<file path="config.mk">
export PLATFORM = sky130hd
export DESIGN_NAME = positional_list_store_unit
export DESIGN_NICKNAME = d
export VERILOG_FILES = /design/src/rtl/plsu_pkg.sv /design/src/rtl/plsu_ram.sv /design/src/rtl/plsu_ctrl.sv /design/src/rtl/positional_list_store_unit.sv
export SDC_FILE = /design/constraint.sdc
export NUM_CORES = 1
export LEC_CHECK = 0
export CAP_MARGIN = 40
export CORE_ASPECT_RATIO = 0.9
export CORE_MARGIN = 4
export CORE_UTILIZATION = 35
export DETAILED_ROUTE_END_ITERATION = 16
export DONT_BUFFER_PORTS = 1
export GPL_ROUTABILITY_DRIVEN = 0
export SLEW_MARGIN = 20
export SYNTH_ARGS = -nofsm -noshare
export SYNTH_HDL_FRONTEND = slang
export SYNTH_HIERARCHICAL = 1
export SYNTH_SLANG_ARGS = --single-unit
</file>
<file path="constraint.sdc">
create_clock -name clk_i -period 5.95 [get_ports clk_i]
set_clock_uncertainty 0.05 [all_clocks]
set_input_delay 0.595 -clock clk_i [delete_from_list [all_inputs] [get_ports clk_i]]
set_output_delay 0.595 -clock clk_i [all_outputs]
set_load 0.005 [all_outputs]
</file>
<file path="src/rtl/plsu_pkg.sv">
// Shared types and request codes of the positional list store.
// No dependencies; imported by the controller and the top level.
`default_nettype none

package plsu_pkg;

  // Width of the request and result payload fields
  localparam int KIND_W = 4;
  localparam int POS_W  = 4;
  localparam int WORD_W = 32;

  // Request kinds
  localparam logic [KIND_W-1:0] KIND_INS_FRONT = 4'd0;
  localparam logic [KIND_W-1:0] KIND_INS_BACK  = 4'd1;
  localparam logic [KIND_W-1:0] KIND_INS_AT    = 4'd2;
  localparam logic [KIND_W-1:0] KIND_REM_FRONT = 4'd3;
  localparam logic [KIND_W-1:0] KIND_REM_BACK  = 4'd4;
  localparam logic [KIND_W-1:0] KIND_REM_AT    = 4'd5;
  localparam logic [KIND_W-1:0] KIND_RD_FRONT  = 4'd6;
  localparam logic [KIND_W-1:0] KIND_RD_BACK   = 4'd7;
  localparam logic [KIND_W-1:0] KIND_RD_AT     = 4'd8;
  localparam logic [KIND_W-1:0] KIND_CLEAR     = 4'd9;

  // Finished result handed from the controller to the output stage
  typedef struct packed {
    logic              valid;
    logic              ok;
    logic [WORD_W-1:0] value;
  } plsu_res_t;

endpackage

`default_nettype wire

</file>
<file path="src/rtl/plsu_ram.sv">
// Generic single-write, single-read RAM with registered read data.
// No dependencies.
`default_nettype none

module plsu_ram #(
  parameter int WIDTH = 32,
  parameter int DEPTH = 16
) (
  input  wire logic                     clk_i,
  input  wire logic                     we_i,
  input  wire logic [$clog2(DEPTH)-1:0] waddr_i,
  input  wire logic [WIDTH-1:0]         wdata_i,
  input  wire logic                     re_i,
  input  wire logic [$clog2(DEPTH)-1:0] raddr_i,
  output logic      [WIDTH-1:0]         rdata_o
);

  logic [WIDTH-1:0] mem_q [DEPTH];

  // Write port
  always_ff @(posedge clk_i) begin
    if (we_i) begin
      mem_q[waddr_i] <= wdata_i;
    end
  end

  // Registered read port
  always_ff @(posedge clk_i) begin
    if (re_i) begin
      rdata_o <= mem_q[raddr_i];
    end
  end

endmodule

`default_nettype wire

</file>
<file path="src/rtl/plsu_ctrl.sv">
// Sequencer of the list store: decodes a request and shifts words through the RAM
// one at a time with a shared +/-1 index unit. Depends on plsu_pkg.
`default_nettype none

module plsu_ctrl import plsu_pkg::*; #(
  parameter int CAPACITY   = 16,
  parameter int DATA_WIDTH = 32,
  localparam int AW = $clog2(CAPACITY),
  localparam int CW = $clog2(CAPACITY + 1)
) (
  input  wire logic                  clk_i,
  input  wire logic                  rst_ni,
  // request side
  input  wire logic                  start_i,
  input  wire logic [KIND_W-1:0]     kind_i,
  input  wire logic [POS_W-1:0]      position_i,
  input  wire logic [WORD_W-1:0]     data_in_i,
  output logic                       busy_o,
  // RAM side
  output logic                       ram_we_o,
  output logic [AW-1:0]              ram_waddr_o,
  output logic [DATA_WIDTH-1:0]      ram_wdata_o,
  output logic                       ram_re_o,
  output logic [AW-1:0]              ram_raddr_o,
  input  wire logic [DATA_WIDTH-1:0] ram_rdata_i,
  // result side
  output plsu_res_t                  res_o,
  output logic [CW-1:0]              count_o,
  input  wire logic                  res_ack_i
);

  localparam int CMPW = (CW > POS_W) ? CW : POS_W;

  typedef enum logic [4:0] {
    ST_IDLE = 5'b00001,
    ST_GRAB = 5'b00010,
    ST_STEP = 5'b00100,
    ST_MOVE = 5'b01000,
    ST_DONE = 5'b10000
  } st_e;

  typedef enum logic [1:0] {
    OP_INS = 2'd0,
    OP_REM = 2'd1,
    OP_RD  = 2'd2
  } op_e;

  st_e                   state_q, state_d;
  op_e                   op_q, op_d;
  logic [CW-1:0]         cnt_q, cnt_d;
  logic [CW-1:0]         cur_q, cur_d;
  logic [CW-1:0]         stop_q, stop_d;
  logic [DATA_WIDTH-1:0] data_q, data_d;
  logic [DATA_WIDTH-1:0] val_q, val_d;
  logic                  ok_q, ok_d;

  logic          full, empty, pos_ok;
  logic [CW-1:0] last, pos_t, nxt;

  // Request checks against the current length
  assign full   = (cnt_q >= CW'(CAPACITY));
  assign empty  = (cnt_q == '0);
  assign pos_ok = (CMPW'(position_i) < CMPW'(cnt_q));
  assign last   = cnt_q - CW'(1);
  assign pos_t  = CW'(position_i);

  // Shared index unit: walks down for inserts, up for removes
  assign nxt = (op_q == OP_INS) ? (cur_q - CW'(1)) : (cur_q + CW'(1));

  // Sequencer
  always_comb begin
    state_d     = state_q;
    op_d        = op_q;
    cnt_d       = cnt_q;
    cur_d       = cur_q;
    stop_d      = stop_q;
    data_d      = data_q;
    val_d       = val_q;
    ok_d        = ok_q;
    ram_we_o    = 1'b0;
    ram_waddr_o = cur_q[AW-1:0];
    ram_wdata_o = ram_rdata_i;
    ram_re_o    = 1'b0;
    ram_raddr_o = nxt[AW-1:0];

    unique case (state_q)
      ST_IDLE: begin
        if (start_i) begin
          val_d   = '0;
          ok_d    = 1'b0;
          data_d  = DATA_WIDTH'(data_in_i);
          state_d = ST_DONE;
          unique case (kind_i) inside
            KIND_INS_FRONT, KIND_INS_BACK, KIND_INS_AT: begin
              // shift from the back down to the target, then drop the word in
              op_d  = OP_INS;
              cur_d = cnt_q;
              unique case (kind_i)
                KIND_INS_FRONT: stop_d = '0;
                KIND_INS_BACK:  stop_d = cnt_q;
                default:        stop_d = pos_t;
              endcase
              if (!full && (kind_i != KIND_INS_AT || pos_ok)) begin
                state_d = ST_STEP;
              end
            end
            KIND_REM_FRONT, KIND_REM_BACK, KIND_REM_AT,
            KIND_RD_FRONT, KIND_RD_BACK, KIND_RD_AT: begin
              op_d   = (kind_i inside {KIND_REM_FRONT, KIND_REM_BACK, KIND_REM_AT}) ?
                       OP_REM : OP_RD;
              stop_d = last;
              unique case (kind_i) inside
                KIND_REM_FRONT, KIND_RD_FRONT: cur_d = '0;
                KIND_REM_BACK, KIND_RD_BACK:   cur_d = last;
                default:                       cur_d = pos_t;
              endcase
              ram_raddr_o = cur_d[AW-1:0];
              if ((kind_i inside {KIND_REM_AT, KIND_RD_AT}) ? pos_ok : !empty) begin
                ram_re_o = 1'b1;
                state_d  = ST_GRAB;
              end
            end
            KIND_CLEAR: begin
              cnt_d = '0;
              ok_d  = 1'b1;
            end
            default: begin
              ok_d = 1'b0;
            end
          endcase
        end
      end
      ST_GRAB: begin
        // word at the target is now on the RAM output
        val_d = ram_rdata_i;
        if (op_q == OP_RD) begin
          ok_d    = 1'b1;
          state_d = ST_DONE;
        end else begin
          state_d = ST_STEP;
        end
      end
      ST_STEP: begin
        if (cur_q == stop_q) begin
          ok_d    = 1'b1;
          state_d = ST_DONE;
          if (op_q == OP_INS) begin
            ram_we_o    = 1'b1;
            ram_wdata_o = data_q;
            cnt_d       = cnt_q + CW'(1);
          end else begin
            cnt_d = last;
          end
        end else begin
          ram_re_o = 1'b1;
          state_d  = ST_MOVE;
        end
      end
      ST_MOVE: begin
        // neighbor word lands one slot over
        ram_we_o = 1'b1;
        cur_d    = nxt;
        state_d  = ST_STEP;
      end
      ST_DONE: begin
        if (res_ack_i) begin
          state_d = ST_IDLE;
        end
      end
      default: begin
        state_d = ST_IDLE;
      end
    endcase
  end

  // Control registers
  always_ff @(posedge clk_i or negedge rst_ni) begin
    if (!rst_ni) begin
      state_q <= ST_IDLE;
      cnt_q   <= '0;
    end else begin
      state_q <= state_d;
      cnt_q   <= cnt_d;
    end
  end

  // Working registers
  always_ff @(posedge clk_i) begin
    op_q   <= op_d;
    cur_q  <= cur_d;
    stop_q <= stop_d;
    data_q <= data_d;
    val_q  <= val_d;
    ok_q   <= ok_d;
  end

  assign busy_o      = (state_q != ST_IDLE);
  assign res_o.valid = (state_q == ST_DONE);
  assign res_o.ok    = ok_q;
  assign res_o.value = WORD_W'(val_q);
  assign count_o     = cnt_q;

endmodule

`default_nettype wire

</file>
<file path="src/rtl/positional_list_store_unit.sv">
// Positional list store: an ordered list of up to CAPACITY words, front at slot 0,
// with insert, remove and read at the front, the back or a position, and clear.
// One item is worked at a time; in_stall_o is high from the cycle after acceptance
// until its result has moved into the output register. The words live in one RAM
// with one write and one registered read port, and an insert or remove shifts the
// words behind the target one slot at a time, each read in a STEP state and written
// one slot over in a MOVE state. A read fetches only the target word, and a clear or
// failed request goes straight to its result. No clearing pass runs after reset.
// Depends on plsu_pkg, plsu_ram and plsu_ctrl.
`default_nettype none

module positional_list_store_unit import plsu_pkg::*; #(
  parameter int CAPACITY   = 16,
  parameter int DATA_WIDTH = 32,
  localparam int CW = $clog2(CAPACITY + 1)
) (
  input  wire logic              clk_i,
  input  wire logic              rst_ni,
  // request channel
  input  wire logic              in_valid_i,
  output logic                   in_stall_o,
  input  wire logic [KIND_W-1:0] kind_i,
  input  wire logic [POS_W-1:0]  position_i,
  input  wire logic [WORD_W-1:0] data_in_i,
  // result channel
  output logic                   out_valid_o,
  input  wire logic              out_stall_i,
  output logic                   ok_o,
  output logic [WORD_W-1:0]      read_value_o,
  output logic [CW-1:0]          count_o
);

  localparam int AW = $clog2(CAPACITY);

  logic                  ram_we, ram_re;
  logic [AW-1:0]         ram_waddr, ram_raddr;
  logic [DATA_WIDTH-1:0] ram_wdata, ram_rdata;
  plsu_res_t             res;
  logic [CW-1:0]         cnt;
  logic                  busy, res_ack;

  logic              out_valid_q, out_valid_d;
  logic              ok_q;
  logic [WORD_W-1:0] val_q;
  logic [CW-1:0]     count_q;

  plsu_ram #(
    .WIDTH (DATA_WIDTH),
    .DEPTH (CAPACITY)
  ) u_ram (
    .clk_i   (clk_i),
    .we_i    (ram_we),
    .waddr_i (ram_waddr),
    .wdata_i (ram_wdata),
    .re_i    (ram_re),
    .raddr_i (ram_raddr),
    .rdata_o (ram_rdata)
  );

  plsu_ctrl #(
    .CAPACITY   (CAPACITY),
    .DATA_WIDTH (DATA_WIDTH)
  ) u_ctrl (
    .clk_i       (clk_i),
    .rst_ni      (rst_ni),
    .start_i     (in_valid_i),
    .kind_i      (kind_i),
    .position_i  (position_i),
    .data_in_i   (data_in_i),
    .busy_o      (busy),
    .ram_we_o    (ram_we),
    .ram_waddr_o (ram_waddr),
    .ram_wdata_o (ram_wdata),
    .ram_re_o    (ram_re),
    .ram_raddr_o (ram_raddr),
    .ram_rdata_i (ram_rdata),
    .res_o       (res),
    .count_o     (cnt),
    .res_ack_i   (res_ack)
  );

  // Output register takes a result when empty or being drained
  assign res_ack = res.valid && (!out_valid_q || !out_stall_i);

  always_comb begin
    out_valid_d = out_valid_q;
    if (res_ack) begin
      out_valid_d = 1'b1;
    end else if (!out_stall_i) begin
      out_valid_d = 1'b0;
    end
  end

  always_ff @(posedge clk_i or negedge rst_ni) begin
    if (!rst_ni) begin
      out_valid_q <= 1'b0;
    end else begin
      out_valid_q <= out_valid_d;
    end
  end

  always_ff @(posedge clk_i) begin
    if (res_ack) begin
      ok_q    <= res.ok;
      val_q   <= res.value;
      count_q <= cnt;
    end
  end

  assign in_stall_o   = busy;
  assign out_valid_o  = out_valid_q;
  assign ok_o         = ok_q;
  assign read_value_o = val_q;
  assign count_o      = count_q;

endmodule

`default_nettype wire

</file>
==> reports/summary.md <==
The flow ran to the end, and the final reports show no timing, DRC or antenna violations. For this run, the post-layout net count is 1388. The fraction of final layout cells with drive strength greater than 1 came out at 0.239. The number of unique standard cell types used by synthesis was 61. The synthesis-to-finish area growth was 15.5%. The die is 295 µm wide. The root buffer cell was sky130_fd_sc_hd__clkbuf_16. The setup total negative slack came out at 0 ns. Sorting the synthesized cells by how often they occur yields 659 x sky130_fd_sc_hd__edfxtp_1, 128 x sky130_fd_sc_hd__mux4_2, 64 x sky130_fd_sc_hd__a22oi_1. The DRC violation total after the first TritonRoute iteration came out at 1158. By instance count, the leading cell after synthesis is sky130_fd_sc_hd__edfxtp_1. The proportion of synthesized chip area in sequential cells is 0.773, and the initial antenna violation count is 3. The number of antenna cells inserted came out at 0. The vias after detailed routing is 12700, and the post-route non-filler standard cell count is 2353. Setup violations remaining at the end of the flow were counted as 0. For this run, the number of Yosys warnings is 6. The share of the synthesized area in compound gates (AO/OA/AOI/OAI) is 0.0362, and the cell count of the worst hold path is 0. The post-route clock period utilization works out to 0.697. For the worst-skew pair, the clock arrives at the later sink with an insertion delay of 0.61 ns. The number of instances in the synthesized netlist is 1272, and the core area is 73300 µm².

Once detail routing completed, the nets flagged for antenna violations numbered 0. The cell area that synthesis handed to floorplanning was 25900 µm². In the post-route analysis, the smallest setup slack over all paths is 1.80 ns.

The xor/xnor cell area share of the yosys netlist was 0.00473. Timing analysis after detailed placement gives a worst setup slack of 1.65 ns. The data arrival time of the critical path was 4.44 ns; the average vias per placed instance was 5.39.

For this design the static power due to leakage is 9.49 nW. The number of clock sinks is 670, and the basic-gate share of the synthesized area counting and, or, nand and nor cells is 0.0396. The tools report the HPWL after detailed placement as 32.3 mm.

The category of the critical setup timing path was reg2reg. The height of the chip is 266 µm. The overall track demand over capacity in global routing came out at 0.154. The time the worst path needs with I/O delays and setup was 4.15 ns; the DRC violation count after routing was 0.

The area share of the largest cell type after synthesis works out to 0.763. The tool flagged a number of max-cap violations equal to 0. The floorplan step defined a die boundary enclosing 78500 µm². The number of rows in the core area was 94; the number of H-tree levels was 3. The worst reg2reg path startpoint was u_ctrl/state_q[0]$_DFFE_PN1P_. The number of synthesized flops with an enable pin is 659. Dividing the detail-routed wire length by the instance count gives 25.4 µm.

The detailed-routing iteration count for the pre-antenna-repair pass is 5, and the clock transition at the register clock pins on the worst setup and hold paths after CTS is 0.05 ns. In this run, CTS created clock tree buffers numbering 73. Adder and majority gate portion of the synthesized area: 0.00511. The number of placed instances, taps included, is 2200. The tools report the worst hold endpoint as u_ctrl/data_q[1]$_DFFE_PP_. The endpoint of the lowest-slack register-to-register path is u_ram/rdata_o[31]$_DFFE_PP_. After global routing the overflow that remains totals 0. The mux cell area share after synthesis came out at 0.126.

Once the clock tree was built, the setup fixing pass inserted 0 buffers. The number of synthesized register bits is 670. The power density normalized to cell area works out to 429 nW/µm². The worst-case vdd ir drop was 0.000245 V.

The async set or reset register ratio after synthesis works out to 0.0164. Setup repair after global routing left no endpoint under its margin. The effective utilization at floorplan was 0.354. The total count of hold-check failures in the final report was 0; the first-pass GRT wire length was 88.6 mm.

The hold path startpoint is data_in_i[1]. The via count of the first global-routing pass came out at 13000. The endpoint class of the critical path was a flop. TritonCTS built the clock tree. STA puts the critical path data required time at 6.24 ns. Counting every net in the synthesized netlist gives 1326. Buffers placed on the I/O ports in this run total 0. A synthesized cell averages 20.4 µm². The tools report the count of cells resized by post-cts repair as 0. The slew at the pin with the worst max-slew slack is 0.813 ns, and the worst slack on hold paths is 0.0395 ns.

The number of cells on the worst reg-to-reg path is 9. No sink is reached through more buffers than the 3 on the longest clock path. Setup slack on the worst reg-to-reg path comes out at 1.80 ns. After synthesis, the cell types taking the most area are sky130_fd_sc_hd__edfxtp_1 76%, sky130_fd_sc_hd__mux4_2 11%, sky130_fd_sc_hd__a22oi_1 1.9%. Among all flip-flop cells after synthesis, the most frequent one is sky130_fd_sc_hd__edfxtp_1.

The run gives 0.452 as the worst max-slew margin expressed relative to the limit. In this run the worst hold path is classified as in2reg. Of all nets on the critical path, the largest fanout is 94.

Entering global routing, the biggest net connects 95 pins. sky130_fd_sc_hd__edfxtp_1 takes more of the synthesized area than any other cell. The total detailed-routing wirelength was 59.8 mm.

During I/O placement, the number of pins put on the boundary was 84. By area, the combinational part of the netlist is dominated by multiplexers. The number of pins exceeding their max-slew limit in the final report came out at 0. Static timing analysis puts the maximum clock frequency at 241 MHz. The category of the worst setup path launch point was a flop.
==> final cells by class <==
type | instances | area, µm²
fill | 6426 | 43300
sequential | 670 | 20100
multi-input combinational | 520 | 5660
clock buffer | 88 | 1900
tap | 960 | 1200
timing repair buffer | 56 | 651
clock inverter | 46 | 432
inverter | 13 | 48.8
==> sequential cells by signal (all words and copies together) (netlist names), 2 cells and up <==
signal / count
u_ram/mem_q: 512
u_ctrl/op_q: 2
u_ctrl/stop_q: 5
u_ram/rdata_o: 32
count_o: 5
u_ctrl/val_q: 32
u_ctrl/state_q: 5
u_ctrl/cur_q: 5
read_value_o: 32
u_ctrl/count_o: 5
u_ctrl/data_q: 32
==> how the worst max path moves through the flow <==
| stage | from | to | slack (ns) | cells after the start |
|---|---|---|---|---|
| after global placement | kind_i[1] | u_ram/rdata_o[22]$_DFFE_PP_ | 1.71 | 8 |
| after floorplan | u_ctrl/state_q[3]$_DFFE_PN0P_ | u_ram/mem_q[0][0]$_DFFE_PP_ | 1.01 | 9 |
| after global routing | u_ctrl/state_q[0]$_DFFE_PN1P_ | u_ram/rdata_o[17]$_DFFE_PP_ | 1.47 | 9 |
| final | u_ctrl/state_q[0]$_DFFE_PN1P_ | u_ram/rdata_o[31]$_DFFE_PP_ | 1.80 | 9 |
| after CTS | u_ctrl/state_q[0]$_DFFE_PN1P_ | u_ram/rdata_o[31]$_DFFE_PP_ | 1.74 | 9 |
| after detailed placement | kind_i[1] | u_ram/rdata_o[23]$_DFFE_PP_ | 1.65 | 8 |
==> cells by family (layout without fill, tap and decap cells) <==
| kind of cell | after synthesis | count (layout) |
|---|---|---|
| adders and majority gates | 10 | 10 |
| muxes | 163 | 163 |
| and+or+nand+nor | 198 | 198 |
| DFF | 670 | 670 |
| buffers and inverters | 82 | 203 |
| xor gates and xnor gates | 14 | 14 |
| AOI/OAI and AO/OA | 135 | 135 |
==> metrics by stage <==
step | util | power, mW | cell area, µm²
2_1_floorplan | - | 7.69 | 25900
3_3_place_gp | 0.372 | 8.48 | 27200
3_5_place_dp | 0.374 | 8.57 | 27400
4_1_cts | 0.408 | 13.0 | 29900
5_1_grt | 0.409 | 13.4 | 30000
6_report | 0.409 | 12.9 | 30000
==> layout by cell type, fill, tap and decap left out, drive strengths merged, types with 32 or more instances in the layout <==
| master | count |
|---|---|
| and2 | 34 |
| buf | 37 |
| a22oi | 64 |
| edfxtp | 659 |
| clkinv | 33 |
| nor2 | 44 |
| clkbuf | 89 |
| nand2 | 49 |
| mux4 | 128 |
| mux2 | 32 |
==> layer usage <==
layer  GRT usage  routed length [µm]
met5           0                  13
met1       0.213               25700
met2       0.253               29400
met3      0.0335                3590
met4      0.0353                1110
==> where the power goes <==
group | switching, mW | internal, mW | total (mW)
Combinational | 1.53 | 1.00 | 2.54
Clock | 1.80 | 2.60 | 4.39
Sequential | 0.160 | 5.77 | 5.93
==> critical path, cell delays in order (launching register included) <==
cell                        delay, ns
sky130_fd_sc_hd__dfstp_2         0.58
sky130_fd_sc_hd__nand4bb_1       0.15
sky130_fd_sc_hd__or3_1           0.47
sky130_fd_sc_hd__nor2_1          0.64
sky130_fd_sc_hd__nor2_1          0.16
sky130_fd_sc_hd__a21oi_4         0.22
sky130_fd_sc_hd__buf_12          0.62
sky130_fd_sc_hd__mux4_2          0.60
sky130_fd_sc_hd__a22oi_1         0.25
sky130_fd_sc_hd__nand2_1         0.09
==> repair_timing <==
action | in CTS | in global routing
endpoints found under the setup margin | 0 | 0
hold endpoints to repair | 26 | 2
hold buffers | 16 | 2
Note: power is estimated with default switching activity, not from simulation.
